<file path="src/rtl/core/jds_pkg.sv">
// Shared types and constants for the joystick deadband scaler.
package jds_pkg;

  localparam int SAMPLE_BITS = 8;
  localparam int SAMPLE_MAX  = (1 << SAMPLE_BITS) - 1;
  localparam int FULL_SCALE  = 100;
  localparam int QUOT_W      = 7;
  localparam int NUM_W       = 15;
  localparam int BAND_W      = 6;
  localparam int THRESH_W    = 7;
  localparam int PCT_W       = 8;
  localparam int CFG_IDX_W   = 2;
  localparam int CFG_DATA_W  = 8;

  typedef enum logic [CFG_IDX_W-1:0] {
    REG_X_CENTER  = 2'd0,
    REG_Y_CENTER  = 2'd1,
    REG_DEAD_BAND = 2'd2,
    REG_THRESHOLD = 2'd3
  } cfg_reg_t;

  typedef enum logic [2:0] {
    DIR_NEUTRAL = 3'd0,
    DIR_LEFT    = 3'd1,
    DIR_RIGHT   = 3'd2,
    DIR_UP      = 3'd3,
    DIR_DOWN    = 3'd4
  } dir_t;

  typedef struct packed {
    logic [SAMPLE_BITS-1:0] x_sample;
    logic [SAMPLE_BITS-1:0] y_sample;
    logic [SAMPLE_BITS-1:0] left_sample;
    logic [SAMPLE_BITS-1:0] right_sample;
  } sample_t;

  typedef struct packed {
    logic signed [PCT_W-1:0] x_percent;
    logic signed [PCT_W-1:0] y_percent;
    dir_t                    direction;
    logic [QUOT_W-1:0]       left_percent;
    logic [QUOT_W-1:0]       right_percent;
  } result_t;

  // What one lane hands to the merge stage.
  typedef struct packed {
    logic              neg;
    logic [QUOT_W-1:0] mag;
  } lane_res_t;

endpackage

</file>
<file path="src/rtl/core/jds_lane.sv">
// One scaling lane: band test, numerator setup and a pipelined restoring divider.
module jds_lane (
  input  logic                                clk,
  input  logic                                en,
  input  logic                                slider,
  input  logic [jds_pkg::SAMPLE_BITS-1:0]     sample,
  input  logic [jds_pkg::SAMPLE_BITS-1:0]     center,
  input  logic [jds_pkg::BAND_W-1:0]          dead_band,
  output jds_pkg::lane_res_t                  res
);

  localparam int SB = jds_pkg::SAMPLE_BITS;
  localparam int NW = jds_pkg::NUM_W;
  localparam int QW = jds_pkg::QUOT_W;

  logic [SB+1:0]  s_ext;
  logic [SB+1:0]  c_ext;
  logic [SB+1:0]  db_ext;
  logic           above;
  logic           below;
  logic [SB-1:0]  diff;
  logic [SB-1:0]  divisor;
  logic           neg_in;
  logic [NW-1:0]  num;

  logic [NW-1:0]  rem [0:QW];
  logic [SB-1:0]  dv  [0:QW];
  logic [QW-1:0]  q   [0:QW];
  logic           ng  [0:QW];

  assign s_ext  = {2'b00, sample};
  assign c_ext  = {2'b00, center};
  assign db_ext = {{(SB+2-jds_pkg::BAND_W){1'b0}}, dead_band};
  // Full-width compares so a band running past either end never wraps.
  assign above  = s_ext > (c_ext + db_ext);
  assign below  = (s_ext + db_ext) < c_ext;

  always_comb begin
    if (slider) begin
      diff    = sample;
      divisor = SB'(jds_pkg::SAMPLE_MAX);
      neg_in  = 1'b0;
    end else if (above) begin
      diff    = sample - center;
      divisor = SB'(jds_pkg::SAMPLE_MAX) - center;
      neg_in  = 1'b0;
    end else if (below) begin
      diff    = center - sample;
      divisor = center;
      neg_in  = 1'b1;
    end else begin
      // Inside the band: a zero numerator yields a zero quotient.
      diff    = '0;
      divisor = SB'(1);
      neg_in  = 1'b0;
    end
  end

  assign num = NW'({{(NW-SB){1'b0}}, diff} * NW'(jds_pkg::FULL_SCALE));

  always_ff @(posedge clk) begin
    if (en) begin
      rem[0] <= num;
      dv[0]  <= divisor;
      q[0]   <= '0;
      ng[0]  <= neg_in;
    end
  end

  // One quotient bit per stage, most significant first.
  for (genvar i = 0; i < QW; i++) begin : g_div
    localparam int K = QW - 1 - i;
    logic [NW:0] sh;
    logic        ge;

    assign sh = {{(NW+1-SB){1'b0}}, dv[i]} << K;
    assign ge = {1'b0, rem[i]} >= sh;

    always_ff @(posedge clk) begin
      if (en) begin
        rem[i+1] <= ge ? (rem[i] - sh[NW-1:0]) : rem[i];
        dv[i+1]  <= dv[i];
        q[i+1]   <= {q[i][QW-2:0], ge};
        ng[i+1]  <= ng[i];
      end
    end
  end

  assign res.neg = ng[QW];
  assign res.mag = q[QW];

endmodule

</file>
<file path="src/rtl/core/jds_merge.sv">
// Merge stage: signs and clamps the X and Y lane results, picks the direction, holds the result.
module jds_merge (
  input  logic                          clk,
  input  logic                          rst,
  input  logic                          en,
  input  logic                          in_vld,
  input  jds_pkg::lane_res_t            x_res,
  input  jds_pkg::lane_res_t            y_res,
  input  jds_pkg::lane_res_t            l_res,
  input  jds_pkg::lane_res_t            r_res,
  input  logic [jds_pkg::THRESH_W-1:0]  threshold,
  output logic                          vld,
  output jds_pkg::result_t              data
);

  localparam int QW = jds_pkg::QUOT_W;
  localparam int PW = jds_pkg::PCT_W;

  logic [QW-1:0]     x_mag;
  logic [QW-1:0]     y_mag;
  jds_pkg::dir_t     dir;
  jds_pkg::result_t  data_next;

  assign x_mag = (x_res.mag > QW'(jds_pkg::FULL_SCALE)) ? QW'(jds_pkg::FULL_SCALE) : x_res.mag;
  assign y_mag = (y_res.mag > QW'(jds_pkg::FULL_SCALE)) ? QW'(jds_pkg::FULL_SCALE) : y_res.mag;

  // The dominant axis decides; a tie goes to X.
  always_comb begin
    dir = jds_pkg::DIR_NEUTRAL;
    if (x_mag >= y_mag) begin
      if (x_mag > threshold) begin
        dir = x_res.neg ? jds_pkg::DIR_LEFT : jds_pkg::DIR_RIGHT;
      end
    end else begin
      if (y_mag > threshold) begin
        dir = y_res.neg ? jds_pkg::DIR_DOWN : jds_pkg::DIR_UP;
      end
    end
  end

  always_comb begin
    data_next.x_percent     = x_res.neg ? -$signed({1'b0, x_mag}) : $signed({1'b0, x_mag});
    data_next.y_percent     = y_res.neg ? -$signed({1'b0, y_mag}) : $signed({1'b0, y_mag});
    data_next.direction     = dir;
    data_next.left_percent  = l_res.mag;
    data_next.right_percent = r_res.mag;
  end

  always_ff @(posedge clk) begin
    if (rst) begin
      vld <= 1'b0;
    end else if (en) begin
      vld <= in_vld;
    end
  end

  always_ff @(posedge clk) begin
    if (en) begin
      data <= data_next;
    end
  end

endmodule

</file>
<file path="src/rtl/core/joystick_deadband_scaler_unit.sv">
// Top level of the joystick deadband scaler: config registers, four lanes and the merge stage.
// Each sample set passes the setup register, the divider stages and the merge register in turn.
// Throughput: one sample set per cycle unless the output stalls; each lane's 7-stage
// divider retires one quotient bit per stage and the merge register sits behind it, so the
// pipeline advances whenever the output register is empty or its result is being transferred.
// Reset (rst, synchronous, active high) empties the pipeline and loads the register defaults:
// both centers 128, dead band 3, direction threshold 10.
module joystick_deadband_scaler_unit (
  input  logic                               clk,
  input  logic                               rst,
  input  logic                               sample_valid,
  output logic                               sample_stall,
  input  jds_pkg::sample_t                   sample,
  output logic                               result_valid,
  input  logic                               result_stall,
  output jds_pkg::result_t                   result,
  input  logic                               cfg_write,
  input  logic [jds_pkg::CFG_IDX_W-1:0]      cfg_index,
  input  logic [jds_pkg::CFG_DATA_W-1:0]     cfg_data
);

  localparam int SB     = jds_pkg::SAMPLE_BITS;
  // One setup stage plus one stage per quotient bit.
  localparam int STAGES = jds_pkg::QUOT_W + 1;

  logic [SB-1:0]                  x_center;
  logic [SB-1:0]                  y_center;
  logic [jds_pkg::BAND_W-1:0]     dead_band;
  logic [jds_pkg::THRESH_W-1:0]   direction_threshold;

  logic                           adv;
  logic [STAGES-1:0]              vld;
  jds_pkg::lane_res_t             x_res;
  jds_pkg::lane_res_t             y_res;
  jds_pkg::lane_res_t             l_res;
  jds_pkg::lane_res_t             r_res;

  // Configuration writes. The user must write only while the pipeline is empty; the block does not
  // enforce it, and the lanes read these registers directly.
  always_ff @(posedge clk) begin
    if (rst) begin
      x_center            <= SB'(128);
      y_center            <= SB'(128);
      dead_band           <= jds_pkg::BAND_W'(3);
      direction_threshold <= jds_pkg::THRESH_W'(10);
    end else if (cfg_write) begin
      case (jds_pkg::cfg_reg_t'(cfg_index))
        jds_pkg::REG_X_CENTER:  x_center            <= cfg_data[SB-1:0];
        jds_pkg::REG_Y_CENTER:  y_center            <= cfg_data[SB-1:0];
        jds_pkg::REG_DEAD_BAND: dead_band           <= cfg_data[jds_pkg::BAND_W-1:0];
        jds_pkg::REG_THRESHOLD: direction_threshold <= cfg_data[jds_pkg::THRESH_W-1:0];
        default: ;
      endcase
    end
  end

  // The whole pipeline moves as one. It holds only when the output register is
  // full and its result is stalled; bubbles simply travel along.
  assign adv          = !result_valid || !result_stall;
  assign sample_stall = !adv;

  always_ff @(posedge clk) begin
    if (rst) begin
      vld <= '0;
    end else if (adv) begin
      vld <= {vld[STAGES-2:0], sample_valid};
    end
  end

  // Two joystick lanes measured against their centers, two slider lanes
  // scaled against full scale.
  jds_lane u_lane_x (
    .clk       (clk),
    .en        (adv),
    .slider    (1'b0),
    .sample    (sample.x_sample),
    .center    (x_center),
    .dead_band (dead_band),
    .res       (x_res)
  );

  jds_lane u_lane_y (
    .clk       (clk),
    .en        (adv),
    .slider    (1'b0),
    .sample    (sample.y_sample),
    .center    (y_center),
    .dead_band (dead_band),
    .res       (y_res)
  );

  jds_lane u_lane_l (
    .clk       (clk),
    .en        (adv),
    .slider    (1'b1),
    .sample    (sample.left_sample),
    .center    (x_center),
    .dead_band (dead_band),
    .res       (l_res)
  );

  jds_lane u_lane_r (
    .clk       (clk),
    .en        (adv),
    .slider    (1'b1),
    .sample    (sample.right_sample),
    .center    (y_center),
    .dead_band (dead_band),
    .res       (r_res)
  );

  // The merge stage owns the output register and its valid flag.
  jds_merge u_merge (
    .clk       (clk),
    .rst       (rst),
    .en        (adv),
    .in_vld    (vld[STAGES-1]),
    .x_res     (x_res),
    .y_res     (y_res),
    .l_res     (l_res),
    .r_res     (r_res),
    .threshold (direction_threshold),
    .vld       (result_valid),
    .data      (result)
  );

endmodule

</file>
<file path="config.mk">
export PLATFORM = sky130hd
export DESIGN_NAME = joystick_deadband_scaler_unit
export DESIGN_NICKNAME = d
export VERILOG_FILES = /design/src/rtl/core/jds_pkg.sv /design/src/rtl/core/jds_lane.sv /design/src/rtl/core/jds_merge.sv /design/src/rtl/core/joystick_deadband_scaler_unit.sv
export SDC_FILE = /design/constraint.sdc
export NUM_CORES = 2
export LEC_CHECK = 0
export BUFFER_PORTS_ARGS = -buffer_cell sky130_fd_sc_hd__buf_2
export CAP_MARGIN = 20
export CORE_MARGIN = 2
export CORE_UTILIZATION = 51
export CTS_BUF_LIST = sky130_fd_sc_hd__clkbuf_8
export DETAILED_ROUTE_END_ITERATION = 12
export PLACE_DENSITY = 0.67
export SYNTH_ARGS = -nofsm -noshare
export SYNTH_HDL_FRONTEND = slang
export SYNTH_SLANG_ARGS = --single-unit
</file>
<file path="constraint.sdc">
create_clock -name clk -period 19.2 [get_ports clk]
set_clock_uncertainty 0.15 [all_clocks]
set_input_delay 0.96 -clock clk [delete_from_list [all_inputs] [get_ports clk]]
set_output_delay 0.96 -clock clk [all_outputs]
set_load 0.005 [all_outputs]
</file>
==> results_dict.tcl <==
set metrics [dict create \
    wl_um 68100 \
    first_iter_violations 1285 \
    critical_path.endpoint_type "flip-flop" \
    dr.pass1.iters 6 \
    power_mw 6.03 \
    post_cts_buffers 0 \
    die_width_um 269 \
    p_sw_frac 0.349 \
    ir_worst_vdd_uv 59.4 \
    gr-total-overflow 0 \
    synth.avg_cell_area_um2 11.7 \
    cp_top_family "compound AO/OA/AOI/OAI gates" \
    async_reset_ff_frac 0 \
    crit_fanout 16 \
    row_count 97 \
    hold_violations 0 \
    drive_gt1_frac 0.0904 \
    ant_nets 0 \
    seqPwrFrac 0.431 \
    root_buffer "clkbuf_8" \
    use_met1 0.227 \
    yosysSeqAreaShare 0.536 \
    insertion_delay_ns 0.70 \
    start_kind "flip-flop" \
    syn_inst 3056 \
    crit_top_cell "ha_1" \
    ioPinCount 82 \
    antenna_found_initial 2 \
    use_met2 0.331 \
    drc_errors 0 \
    grt_pass1_wl_um 113000 \
    postLayoutCellArea_um2 39400 \
    wl_per_cell_um 16.1 \
    tightest_slew_ns 1.01 \
    core_area_um2 69800 \
    hold_buffers 0 \
    grt_max_degree 190 \
    netSwitchingPower_mw 2.10 \
    yosys_warnings 0 \
    grt_usage 0.187 \
    syn_nets 3476 \
    synth_ff_type "edfxtp_1" \
    rsz0062_at_grt "no" \
    relSlewSlack 0.330 \
    finalSetupViolations 0 \
    crit_type "reg -> reg" \
    fillers 5732 \
    netlist-cell-type-count 90 \
    hold_path.class "reg -> reg" \
    cts.path.max_buffers 3 \
    p_leak_nw 16.0 \
    grt_pass1_vias 23700 \
    dp_hpwl_um 50300 \
    start_util 0.514 \
    viasPerCell 5.50 \
    post-route-period-util 0.367 \
    portBuffers 81 \
    regToRegSetupSlack_ns 12.15 \
    numCtsBuffers 105 \
    critPathArrivalTime_ns 7.32 \
    gp_congestion 0.920 \
    cts.repair.resized 0 \
    vias 23300 \
    cts.reportedPaths.clkPinSlew_ns 0.06 \
    synth_area_um2 35900 \
    p_per_area_nw_per_um2 153 \
    slowest_stage "fa_1" \
    cts_tree "done" \
    pwr-share-comb 0.381 \
    maxCapViolations 0 \
    maxSlewViolCount 0 \
    placed_area_um2 37300 \
    worstPathRequired_ns 19.48 \
    p_int_mw 3.92 \
    grtUsageMet3 0.0271 \
    die_h_um 269 \
    setup_tns_ns 0 \
    synth-seq-cells 653 \
    clkSinkCount 653 \
    finalNetCount 3626 \
    die-area_um2 72500 \
    cpPeakStageDelay_ns 0.54 \
    fin_crit_ns 7.05 \
    synth_edf_count 615 \
    clock_power_share 0.189 \
    area_growth_pct 9.71 \
    cts_max_level 3 \
    outcome "finished, final reports clean" \
    crit_buf_inv 3 \
    fmax_ghz 0.142 \
    busiest_layer "met2" \
]
[cells in the mapped netlist (38+ instances only)]
cell type	number	area (um^2)
edfxtp_1	615	18500
ha_1	341	4270
o21a_1	43	323
a21oi_1	168	841
inv_1	272	1020
nand2b_1	48	300
xor2_1	60	526
o21ai_0	151	756
nand2_1	204	766
a21o_1	45	338
nand3_1	67	335
xnor2_1	139	1220
dfxtp_1	38	761
nor3_1	61	305
nor2_1	236	886
[metrics by stage]
step | setup slack, ns | util | hold slack (ns) | cells
6_report | 12.15 | 0.564 | 0.262 | 4227
5_1_grt | 11.56 | 0.564 | 0.266 | 4227
4_1_cts | 12.20 | 0.564 | 0.240 | 4223
3_5_place_dp | 11.67 | 0.535 | 0.255 | 4037
3_3_place_gp | 11.94 | 0.535 | 0.250 | 4037
2_1_floorplan | 7.31 | - | 0.250 | 3056
[area by class of cell]
class / instances / area, um^2 / share of cell area
Sequential cell: 653 / 19200 / 0.489
Multi-Input combinational cell: 2081 / 15400 / 0.392
Clock buffer: 109 / 1500 / 0.0381
Tap cell: 940 / 1180 / 0.0299
Inverter: 275 / 1030 / 0.0262
Clock inverter: 77 / 508 / 0.0129
Timing Repair Buffer: 90 / 485 / 0.0123
Antenna cell: 2 / 5.00 / 0.000127
[kinds of logic (layout without fill, tap and decap cells)]
kind of cell / after synthesis / after routing / synth area share
mux: 71 / 71 / 0.0212
flops: 653 / 653 / 0.536
xor+xnor: 199 / 199 / 0.0486
other cells: 0 / 2 / 0
compound gates: 609 / 609 / 0.110
buf+inv: 322 / 551 / 0.0347
simple gates: 829 / 829 / 0.113
fa+ha+maj: 373 / 373 / 0.137
[cells in the final DEF (no fill, tap or decap), types with 37 or more instances in the layout]
master	count
o21ai_0	151
nand2_1	203
inv_1	303
xor2_1	60
nor3_1	61
dfxtp_1	38
ha_1	341
clkbuf_8	109
nor2b_1	37
mux2i_1	37
xnor2_1	139
a21o_1	45
buf_2	81
edfxtp_1	615
nand3_1	67
nor2_1	236
a21oi_1	168
nand2b_1	48
o21a_1	43
[layer usage]
| layer | share of wire | vias to the layer above |
|---|---|---|
| met1 | 0.43 | 11100 |
| li1 | - | 11500 |
| met5 | 0 | - |
| met2 | 0.50 | 471 |
| met4 | 0.030 | 0 |
| met3 | 0.037 | 153 |
[power groups by stage]
stage               clock (mW)  combinational (mW)  sequential [mW]
floorplan                    0                1.79             2.51
global placement             0                2.17             2.59
detailed placement           0                2.27             2.62
CTS                       1.18                2.29             2.59
global route              1.24                2.60             2.65
finish                    1.14                2.30             2.60
[path summary, 6_finish.rpt]
kind,to,cells past startpoint,start
worst max-delay path,u_lane_y.rem[0][14]$_DFFE_PN_,26,dead_band[1]$_SDFFE_PP1P_
worst min-delay path,u_lane_y.q[1][18]$_DFFE_PN_,0,u_lane_y.q[1][10]$_DFFE_PN_
worst max register to register,u_lane_y.rem[0][14]$_DFFE_PN_,26,dead_band[1]$_SDFFE_PP1P_
worst min register to register,u_lane_y.q[1][18]$_DFFE_PN_,0,u_lane_y.q[1][10]$_DFFE_PN_
[flip-flops by register name, summed over array words and instances, names as in the netlist, 33 cells and up]
| register | flops |
|---|---|
| u_lane_l.rem | 79 |
| u_lane_r.rem | 79 |
| u_lane_x.dv | 56 |
| u_lane_x.rem | 92 |
| u_lane_y.dv | 56 |
| u_lane_y.rem | 92 |
| u_merge.data | 33 |
(Power assumes the default switching activity.)
